==> src/skt_pkg.sv <==
// ---------------------------------------------------------------------------
// skt_pkg
// Shared types and constants for the sorted key table: sizes, operation
// and status codes, and the packed layouts of the stream data words.
// ---------------------------------------------------------------------------
package skt_pkg;

    // table sizing
    localparam int CAPACITY  = 64;
    localparam int KEY_BITS  = 32;
    localparam int VAL_BITS  = 32;
    localparam int IDX_W     = $clog2(CAPACITY);
    localparam int CNT_W     = $clog2(CAPACITY + 1);
    localparam int REC_W     = KEY_BITS + VAL_BITS;
    localparam int PRB_W     = 4;

    // fixed field widths on the ports
    localparam int MODE_W    = 2;
    localparam int STAT_W    = 2;
    localparam int POS_W     = 7;
    localparam int LIMIT_W   = 7;
    localparam int PROBE_W   = 3;
    localparam int IN_DATA_W = 64;
    localparam int OUT_DATA_W = 56;

    // operation codes carried in s_tuser
    typedef enum logic [MODE_W-1:0] {
        OP_FIND   = 2'd0,
        OP_INSERT = 2'd1,
        OP_DELETE = 2'd2,
        OP_OTHER  = 2'd3
    } skt_op_t;

    // status codes carried in m_tuser
    typedef enum logic [STAT_W-1:0] {
        ST_OK        = 2'd0,
        ST_NOT_FOUND = 2'd1,
        ST_FULL      = 2'd2,
        ST_DUPLICATE = 2'd3
    } skt_status_t;

    // input tdata, highest field first
    typedef struct packed {
        logic [31:0] value;
        logic [31:0] key;
    } skt_in_data_t;

    // output tdata, highest field first
    typedef struct packed {
        logic [6:0]         pad;
        logic [PROBE_W-1:0] probes;
        logic [POS_W-1:0]   entry_count;
        logic [31:0]        found_value;
        logic [POS_W-1:0]   position;
    } skt_out_data_t;

endpackage

==> src/skt_ram.sv <==
// ---------------------------------------------------------------------------
// skt_ram
// Simple dual-port record memory: one write port, one read port with the
// read data registered.
// ---------------------------------------------------------------------------
module skt_ram #(
    parameter int DEPTH = 64,
    parameter int WIDTH = 64,
    parameter int AW    = $clog2(DEPTH)
) (
    input  logic             aclk,
    input  logic             wr_en,
    input  logic [AW-1:0]    wr_addr,
    input  logic [WIDTH-1:0] wr_data,
    input  logic [AW-1:0]    rd_addr,
    output logic [WIDTH-1:0] rd_data
);

    logic [WIDTH-1:0] mem [DEPTH];

    // write port
    always_ff @(posedge aclk) begin
        if (wr_en) begin
            mem[wr_addr] <= wr_data;
        end
    end

    // registered read port
    always_ff @(posedge aclk) begin
        rd_data <= mem[rd_addr];
    end

endmodule

==> src/sorted_key_table.sv <==
// Per input beat: a binary search of P probes (at most 7) locates the key or its
//   insertion point; a find hit or duplicate insert then gives its result, a find or
//   delete miss is not found, a stored insert moves M records (up to 63) up and writes
//   it, a delete hit moves M records down; an insert refused as full skips the search.
// Throughput: one item at a time; s_tready stays low until the result is loaded.
// Reset: synchronous, active low; clears the count, sets the limit to 64.
// ---------------------------------------------------------------------------
// sorted_key_table
// Key/value table kept sorted by ascending key. Each input beat is a find,
// insert or delete; a binary search over the record memory locates the key
// or its insertion point, and inserts and deletes move the upper records.
// ---------------------------------------------------------------------------
module sorted_key_table (
    input  logic                          aclk,
    input  logic                          aresetn,
    // configuration: table_limit
    input  logic                          cfg_valid,
    output logic                          cfg_ready,
    input  logic [skt_pkg::LIMIT_W-1:0]   cfg_data,
    // input stream
    input  logic                          s_tvalid,
    output logic                          s_tready,
    input  logic [skt_pkg::IN_DATA_W-1:0] s_tdata,   // key[31:0], value[63:32]
    input  logic [skt_pkg::MODE_W-1:0]    s_tuser,   // mode[1:0]
    // result stream
    output logic                          m_tvalid,
    input  logic                          m_tready,
    output logic [skt_pkg::OUT_DATA_W-1:0] m_tdata,  // position[6:0],
                                                     // found_value[38:7],
                                                     // entry_count[45:39],
                                                     // probes[48:46], zero pad
    output logic [skt_pkg::STAT_W-1:0]    m_tuser    // status[1:0]
);

    import skt_pkg::*;

    typedef enum logic [2:0] {
        S_IDLE,
        S_PROBE,
        S_CMP,
        S_SHIFT_UP,
        S_STORE,
        S_SHIFT_DN,
        S_RESULT
    } state_t;

    // sequencer and datapath registers
    state_t               state_reg, state_next;
    skt_op_t              op_reg, op_next;
    logic [KEY_BITS-1:0]  key_reg, key_next;
    logic [VAL_BITS-1:0]  value_reg, value_next;
    logic [CNT_W-1:0]     lo_reg, lo_next;
    logic [CNT_W-1:0]     hi_reg, hi_next;        // exclusive upper bound
    logic [IDX_W-1:0]     mid_reg, mid_next;
    logic [PRB_W-1:0]     probes_reg, probes_next;
    logic [CNT_W-1:0]     pos_reg, pos_next;
    skt_status_t          status_reg, status_next;
    logic [VAL_BITS-1:0]  fval_reg, fval_next;
    logic [CNT_W-1:0]     cursor_reg, cursor_next;
    logic                 wb_valid_reg, wb_valid_next;
    logic [IDX_W-1:0]     wb_addr_reg, wb_addr_next;
    logic [CNT_W-1:0]     count_reg, count_next;
    logic [LIMIT_W-1:0]   limit_reg, limit_next;
    logic                 m_valid_reg, m_valid_next;
    skt_out_data_t        m_data_reg, m_data_next;
    skt_status_t          m_status_reg, m_status_next;

    // memory ports
    logic                 ram_we;
    logic [IDX_W-1:0]     ram_waddr;
    logic [REC_W-1:0]     ram_wdata;
    logic [IDX_W-1:0]     ram_raddr;
    logic [REC_W-1:0]     ram_rdata;

    logic                 in_beat;
    logic                 table_full;
    logic [CNT_W:0]       mid_sum;
    logic [KEY_BITS-1:0]  rd_key;
    logic [VAL_BITS-1:0]  rd_value;
    skt_in_data_t         in_data;

    assign in_data   = skt_in_data_t'(s_tdata);
    assign s_tready  = (state_reg == S_IDLE);
    assign in_beat   = s_tvalid && s_tready;
    assign cfg_ready = 1'b1;

    assign rd_key    = ram_rdata[REC_W-1:VAL_BITS];
    assign rd_value  = ram_rdata[VAL_BITS-1:0];

    // midpoint of [lo, hi-1]
    assign mid_sum   = {1'b0, lo_reg} + {1'b0, hi_reg} - (CNT_W+1)'(1);

    // effective limit is table_limit capped at the capacity
    assign table_full = (32'(count_reg) >= 32'(limit_reg)) ||
                        (32'(count_reg) >= 32'(CAPACITY));

    skt_ram #(
        .DEPTH (CAPACITY),
        .WIDTH (REC_W)
    ) u_ram (
        .aclk    (aclk),
        .wr_en   (ram_we),
        .wr_addr (ram_waddr),
        .wr_data (ram_wdata),
        .rd_addr (ram_raddr),
        .rd_data (ram_rdata)
    );

    // sequencer
    always_comb begin
        state_next    = state_reg;
        op_next       = op_reg;
        key_next      = key_reg;
        value_next    = value_reg;
        lo_next       = lo_reg;
        hi_next       = hi_reg;
        mid_next      = mid_reg;
        probes_next   = probes_reg;
        pos_next      = pos_reg;
        status_next   = status_reg;
        fval_next     = fval_reg;
        cursor_next   = cursor_reg;
        wb_valid_next = 1'b0;
        wb_addr_next  = wb_addr_reg;
        count_next    = count_reg;
        limit_next    = limit_reg;
        m_valid_next  = m_valid_reg;
        m_data_next   = m_data_reg;
        m_status_next = m_status_reg;
        ram_we        = 1'b0;
        ram_waddr     = wb_addr_reg;
        ram_wdata     = ram_rdata;
        ram_raddr     = mid_sum[IDX_W:1];

        if (cfg_valid && cfg_ready) begin
            limit_next = cfg_data;
        end

        // result beat taken
        if (m_valid_reg && m_tready) begin
            m_valid_next = 1'b0;
        end

        case (state_reg)
            S_IDLE: begin
                if (in_beat) begin
                    op_next     = skt_op_t'(s_tuser);
                    key_next    = in_data.key[KEY_BITS-1:0];
                    value_next  = in_data.value;
                    lo_next     = '0;
                    hi_next     = count_reg;
                    probes_next = '0;
                    pos_next    = '0;
                    fval_next   = '0;
                    status_next = ST_OK;
                    if (skt_op_t'(s_tuser) == OP_INSERT && table_full) begin
                        status_next = ST_FULL;
                        state_next  = S_RESULT;
                    end else begin
                        state_next  = S_PROBE;
                    end
                end
            end

            // issue a probe read, or end the search: not found, or the insertion point for an insert
            S_PROBE: begin
                if (lo_reg < hi_reg) begin
                    mid_next    = mid_sum[IDX_W:1];
                    probes_next = probes_reg + PRB_W'(1);
                    state_next  = S_CMP;
                end else begin
                    pos_next = lo_reg;
                    if (op_reg == OP_INSERT) begin
                        cursor_next = count_reg;
                        state_next  = S_SHIFT_UP;
                    end else begin
                        status_next = ST_NOT_FOUND;
                        state_next  = S_RESULT;
                    end
                end
            end

            // compare the probed key
            S_CMP: begin
                if (rd_key == key_reg) begin
                    pos_next = CNT_W'(mid_reg);
                    case (op_reg)
                        OP_INSERT: begin
                            status_next = ST_DUPLICATE;
                            state_next  = S_RESULT;
                        end
                        OP_DELETE: begin
                            cursor_next = CNT_W'(mid_reg) + CNT_W'(1);
                            state_next  = S_SHIFT_DN;
                        end
                        default: begin
                            fval_next  = rd_value;
                            state_next = S_RESULT;
                        end
                    endcase
                end else begin
                    if (rd_key > key_reg) begin
                        hi_next = CNT_W'(mid_reg);
                    end else begin
                        lo_next = CNT_W'(mid_reg) + CNT_W'(1);
                    end
                    state_next = S_PROBE;
                end
            end

            // move records up one slot, highest first, one per cycle
            S_SHIFT_UP: begin
                ram_we    = wb_valid_reg;
                ram_raddr = IDX_W'(cursor_reg - CNT_W'(1));
                if (cursor_reg > pos_reg) begin
                    wb_valid_next = 1'b1;
                    wb_addr_next  = cursor_reg[IDX_W-1:0];
                    cursor_next   = cursor_reg - CNT_W'(1);
                end else if (!wb_valid_reg) begin
                    state_next = S_STORE;
                end
            end

            // write the new record into the gap
            S_STORE: begin
                ram_we      = 1'b1;
                ram_waddr   = pos_reg[IDX_W-1:0];
                ram_wdata   = {key_reg, value_reg};
                count_next  = count_reg + CNT_W'(1);
                probes_next = probes_reg + PRB_W'(1);
                state_next  = S_RESULT;
            end

            // move records down one slot, lowest first, one per cycle
            S_SHIFT_DN: begin
                ram_we    = wb_valid_reg;
                ram_raddr = cursor_reg[IDX_W-1:0];
                if (cursor_reg < count_reg) begin
                    wb_valid_next = 1'b1;
                    wb_addr_next  = IDX_W'(cursor_reg - CNT_W'(1));
                    cursor_next   = cursor_reg + CNT_W'(1);
                end else if (!wb_valid_reg) begin
                    count_next = count_reg - CNT_W'(1);
                    state_next = S_RESULT;
                end
            end

            // load the output register once it is free
            S_RESULT: begin
                if (!m_valid_reg || m_tready) begin
                    m_valid_next            = 1'b1;
                    m_status_next           = status_reg;
                    m_data_next.pad         = '0;
                    m_data_next.position    = POS_W'(pos_reg);
                    m_data_next.found_value = fval_reg;
                    m_data_next.entry_count = POS_W'(count_reg);
                    m_data_next.probes      = (probes_reg > PRB_W'(7)) ?
                                              PROBE_W'(7) : PROBE_W'(probes_reg);
                    state_next              = S_IDLE;
                end
            end

            default: begin
                state_next = S_IDLE;
            end
        endcase
    end

    // state and registered outputs
    always_ff @(posedge aclk) begin
        if (!aresetn) begin
            state_reg    <= S_IDLE;
            wb_valid_reg <= 1'b0;
            count_reg    <= '0;
            limit_reg    <= LIMIT_W'(64);
            m_valid_reg  <= 1'b0;
        end else begin
            state_reg    <= state_next;
            wb_valid_reg <= wb_valid_next;
            count_reg    <= count_next;
            limit_reg    <= limit_next;
            m_valid_reg  <= m_valid_next;
        end
        op_reg       <= op_next;
        key_reg      <= key_next;
        value_reg    <= value_next;
        lo_reg       <= lo_next;
        hi_reg       <= hi_next;
        mid_reg      <= mid_next;
        probes_reg   <= probes_next;
        pos_reg      <= pos_next;
        status_reg   <= status_next;
        fval_reg     <= fval_next;
        cursor_reg   <= cursor_next;
        wb_addr_reg  <= wb_addr_next;
        m_data_reg   <= m_data_next;
        m_status_reg <= m_status_next;
    end

    assign m_tvalid = m_valid_reg;
    assign m_tdata  = m_data_reg;
    assign m_tuser  = m_status_reg;

endmodule

==> config.mk <==
export PLATFORM = sky130hd
export DESIGN_NAME = sorted_key_table
export DESIGN_NICKNAME = d
export VERILOG_FILES = /design/src/skt_pkg.sv /design/src/skt_ram.sv /design/src/sorted_key_table.sv
export SDC_FILE = /design/constraint.sdc
export NUM_CORES = 2
export LEC_CHECK = 0
export CORE_ASPECT_RATIO = 0.7
export CORE_UTILIZATION = 55
export DETAILED_ROUTE_END_ITERATION = 16
export DONT_BUFFER_PORTS = 1
export GPL_ROUTABILITY_DRIVEN = 0
export PLACE_DENSITY_LB_ADDON = 0.12
export REMOVE_ABC_BUFFERS = 1
export SYNTH_ARGS = -nofsm -noshare
export SYNTH_HDL_FRONTEND = slang
export SYNTH_HIERARCHICAL = 1
export SYNTH_SLANG_ARGS = --single-unit
==> constraint.sdc <==
create_clock -name aclk -period 6.7 [get_ports aclk]
set_input_delay 0.335 -clock aclk [delete_from_list [all_inputs] [get_ports aclk]]
set_output_delay 0.335 -clock aclk [all_outputs]
set_load 0.1 [all_outputs]
==> reports/results.ini <==
[worst_setup_path]
reg2regPathDepth = 11
critPathMaxStageDelay_ns = 1.06
crit_path_start_kind = flip-flop
reg2reg_to = u_ram/mem[62][59]
critPathTopFamily = simple AND/OR/NAND/NOR gates
timing.rr.start = state_reg[0]
slowest_stage = nor2_4
crit_type = flip-flop to flip-flop
critical_path.endpoint_type = flip-flop
arrival_ns = 6.24
reg2reg_setup_slack_ns = 1.08
cp_max_fo = 21
crit_chain = nor2b_1, nand2_1, inv_1, buf_4, nor2_1, o21ai_0, buf_4, nor2b_1, nand3_1, nor2_4, buf_12
cp_data_required_time_ns = 7.31
critPathBufInv = 4

[timing]
setup-tns-final_ns = 0
hold_violations = 0
setup_viol = 0
worstMarginPinSlew_ns = 1.35
slew_violations = 0
period_share = 0.839
clock.fmax_ghz = 0.178
final.setup_skew_ns = 0.0347
rsz0062_at_grt = no
finalCriticalPeriod_ns = 5.62
relSlewSlack = 0.103

[hold_path]
min-delay-start = s_tdata[5]
hp-class = primary input to flip-flop
whs_path_depth = 1
holdPathEnd = key_reg[5]

[yosys]
synth-seq-cells = 4374
yosysWarnings = 6
postSynthCellCount = 7478
syn_area_per_cell_sq_um = 22.4
yosysSeqAreaShare = 0.780
ys.flop_type = edfxtp_1
async_reset_ff_frac = 0
synth.distinct_cells = 74
synth_edf_count = 4291
synth_largest_area_cell = edfxtp_1
synth_top_area_frac = 0.770
synth.cell_area_sq_um = 167000
netlist_top_cells_area = edfxtp_1 77%, mux4_2 14%, dfxtp_1 0.99%

[final_layout]
mostFrequentLayoutCells = 4291 x edfxtp_1, 1024 x mux4_2, 410 x clkbuf_16
nFillCells = 20146
regArea_sq_um = 131000
nets = 8083
drive_above_1_share = 0.259
layout_commonest_cell = edfxtp_1
largest-register = u_ram/mem
multi_input_area_sq_um = 35100
largest_reg_flops = 4096
area_growth_pct = 13.3

[die]
ios = 139
die_h_um = 463
core_area_sq_um = 301000
initial_utilization = 0.556
chipWidth_um = 661
fp-row-count = 168
die_area_sq_um = 306000

[clock_tree]
cts_buffer_depth = 4
cts_resized = 0
clkLatencyLatePin_ns = 0.95
clkSinkCount = 4374
cts_inserted_buffers = 405
cts_tree = done
cts.clk_slew.worst_paths_ns = 0.07
htreeDepth = 5
cts-root-buf = clkbuf_16

[routing]
vias = 85053
viasPerCell = 6.93
wl_um = 477000
drtIter0Drc = 12817
drt_first_pass_iters = 6
route.detailed.drc = 0
wire_per_inst_um = 38.9
ant_nets = 0

[global_route]
grt_pass1_vias = 82394
gr-total-overflow = 0
antenna_found_initial = 17
grt_max_degree = 110
grt_usage = 0.312
grt_pass1_wl_um = 660000

[place]
port-buffer-count = 0
hpwl_um = 255000

[status]
outcome = completed

[flow_run]
maxCapViolCount = 0

-- stage by stage --
step | worst slack (ns) | hold WS, ns | area, sq um | utilization | std cells
after floorplan | -100.51 | 0.400 | 165000 | - | 7075
after global placement | 1.35 | 0.401 | 175000 | 0.580 | 11377
after detailed placement | 1.34 | 0.405 | 175000 | 0.580 | 11377
after CTS | 1.27 | 0.000682 | 189000 | 0.629 | 12253
after global routing | 0.909 | 0.0172 | 189000 | 0.629 | 12256
final | 1.08 | 0.0430 | 189000 | 0.629 | 12265
-- synthesized netlist by cell type (all sizes together) (38+ instances only) --
| cell | n |
|---|---|
| a211oi | 72 |
| a21oi | 43 |
| a22o | 88 |
| a22oi | 169 |
| and2 | 40 |
| and3 | 67 |
| buf | 247 |
| clkbuf | 162 |
| dfxtp | 83 |
| edfxtp | 4291 |
| ha | 80 |
| inv | 101 |
| mux2 | 70 |
| mux2i | 141 |
| mux4 | 1024 |
| nand2 | 124 |
| nand3 | 60 |
| nor2 | 153 |
| o21ai | 38 |
| o221ai | 40 |
| o22ai | 85 |
-- worst max path at each step --
stage / from / to / slack (ns) / cells after the start
global placement: state_reg[0] / u_ram/mem[62][29] / 1.35 / 11
CTS: state_reg[0] / u_ram/mem[62][23] / 1.27 / 11
finish: state_reg[0] / u_ram/mem[62][59] / 1.08 / 11
floorplan: state_reg[2] / u_ram/rd_data[11] / -100.51 / 8
detailed placement: state_reg[0] / u_ram/mem[62][59] / 1.34 / 11
global route: state_reg[0] / u_ram/mem[62][23] / 0.91 / 11
-- worst register-to-register path, cell delays in order, from the launching register on --
cell,delay [ns]
dfxtp_1,0.77
nor2b_1,0.24
nand2_1,0.43
inv_1,0.21
buf_4,0.28
nor2_1,0.14
o21ai_0,0.62
buf_4,0.27
nor2b_1,0.26
nand3_1,0.69
nor2_4,1.06
buf_12,0.32
-- layer usage --
layer | share of wire | track usage
met4 | 0.036 | 0.104
met2 | 0.44 | 0.453
met5 | 0.00011 | 0
met1 | 0.40 | 0.478
met3 | 0.12 | 0.0674
-- repair_timing --
item	in CTS	in global routing
hold buffers	133	0
setup buffers	0	0
hold endpoints to repair	99	0
-- final cells by class --
cell class,count,share of cell area
inverter,101,0.00203
sequential,4374,0.689
tap,3995,0.0264
clock inverter,256,0.0142
multi-input combinational,2600,0.185
clock buffer,487,0.0563
timing repair buffer,441,0.0269
antenna,11,0.000145
-- cell families (layout without fill, tap and decap cells) --
| kind of cell | count (synthesis) | in the layout | share of synthesized area |
|---|---|---|---|
| AO/OA/AOI/OAI | 648 | 648 | 0.0288 |
| XOR/XNOR | 23 | 23 | 0.00120 |
| adder cells (fa/ha/maj) | 82 | 82 | 0.00622 |
| buffers and inverters | 510 | 1285 | 0.0139 |
| flip-flops | 4374 | 4374 | 0.780 |
| multiplexers | 1235 | 1235 | 0.151 |
| other | 2 | 19 | 0.0000449 |
| AND/OR/NAND/NOR | 604 | 604 | 0.0184 |
Power is not shown: default switching activity piles up to over one toggle a cycle in this logic, so the estimate is an artifact.
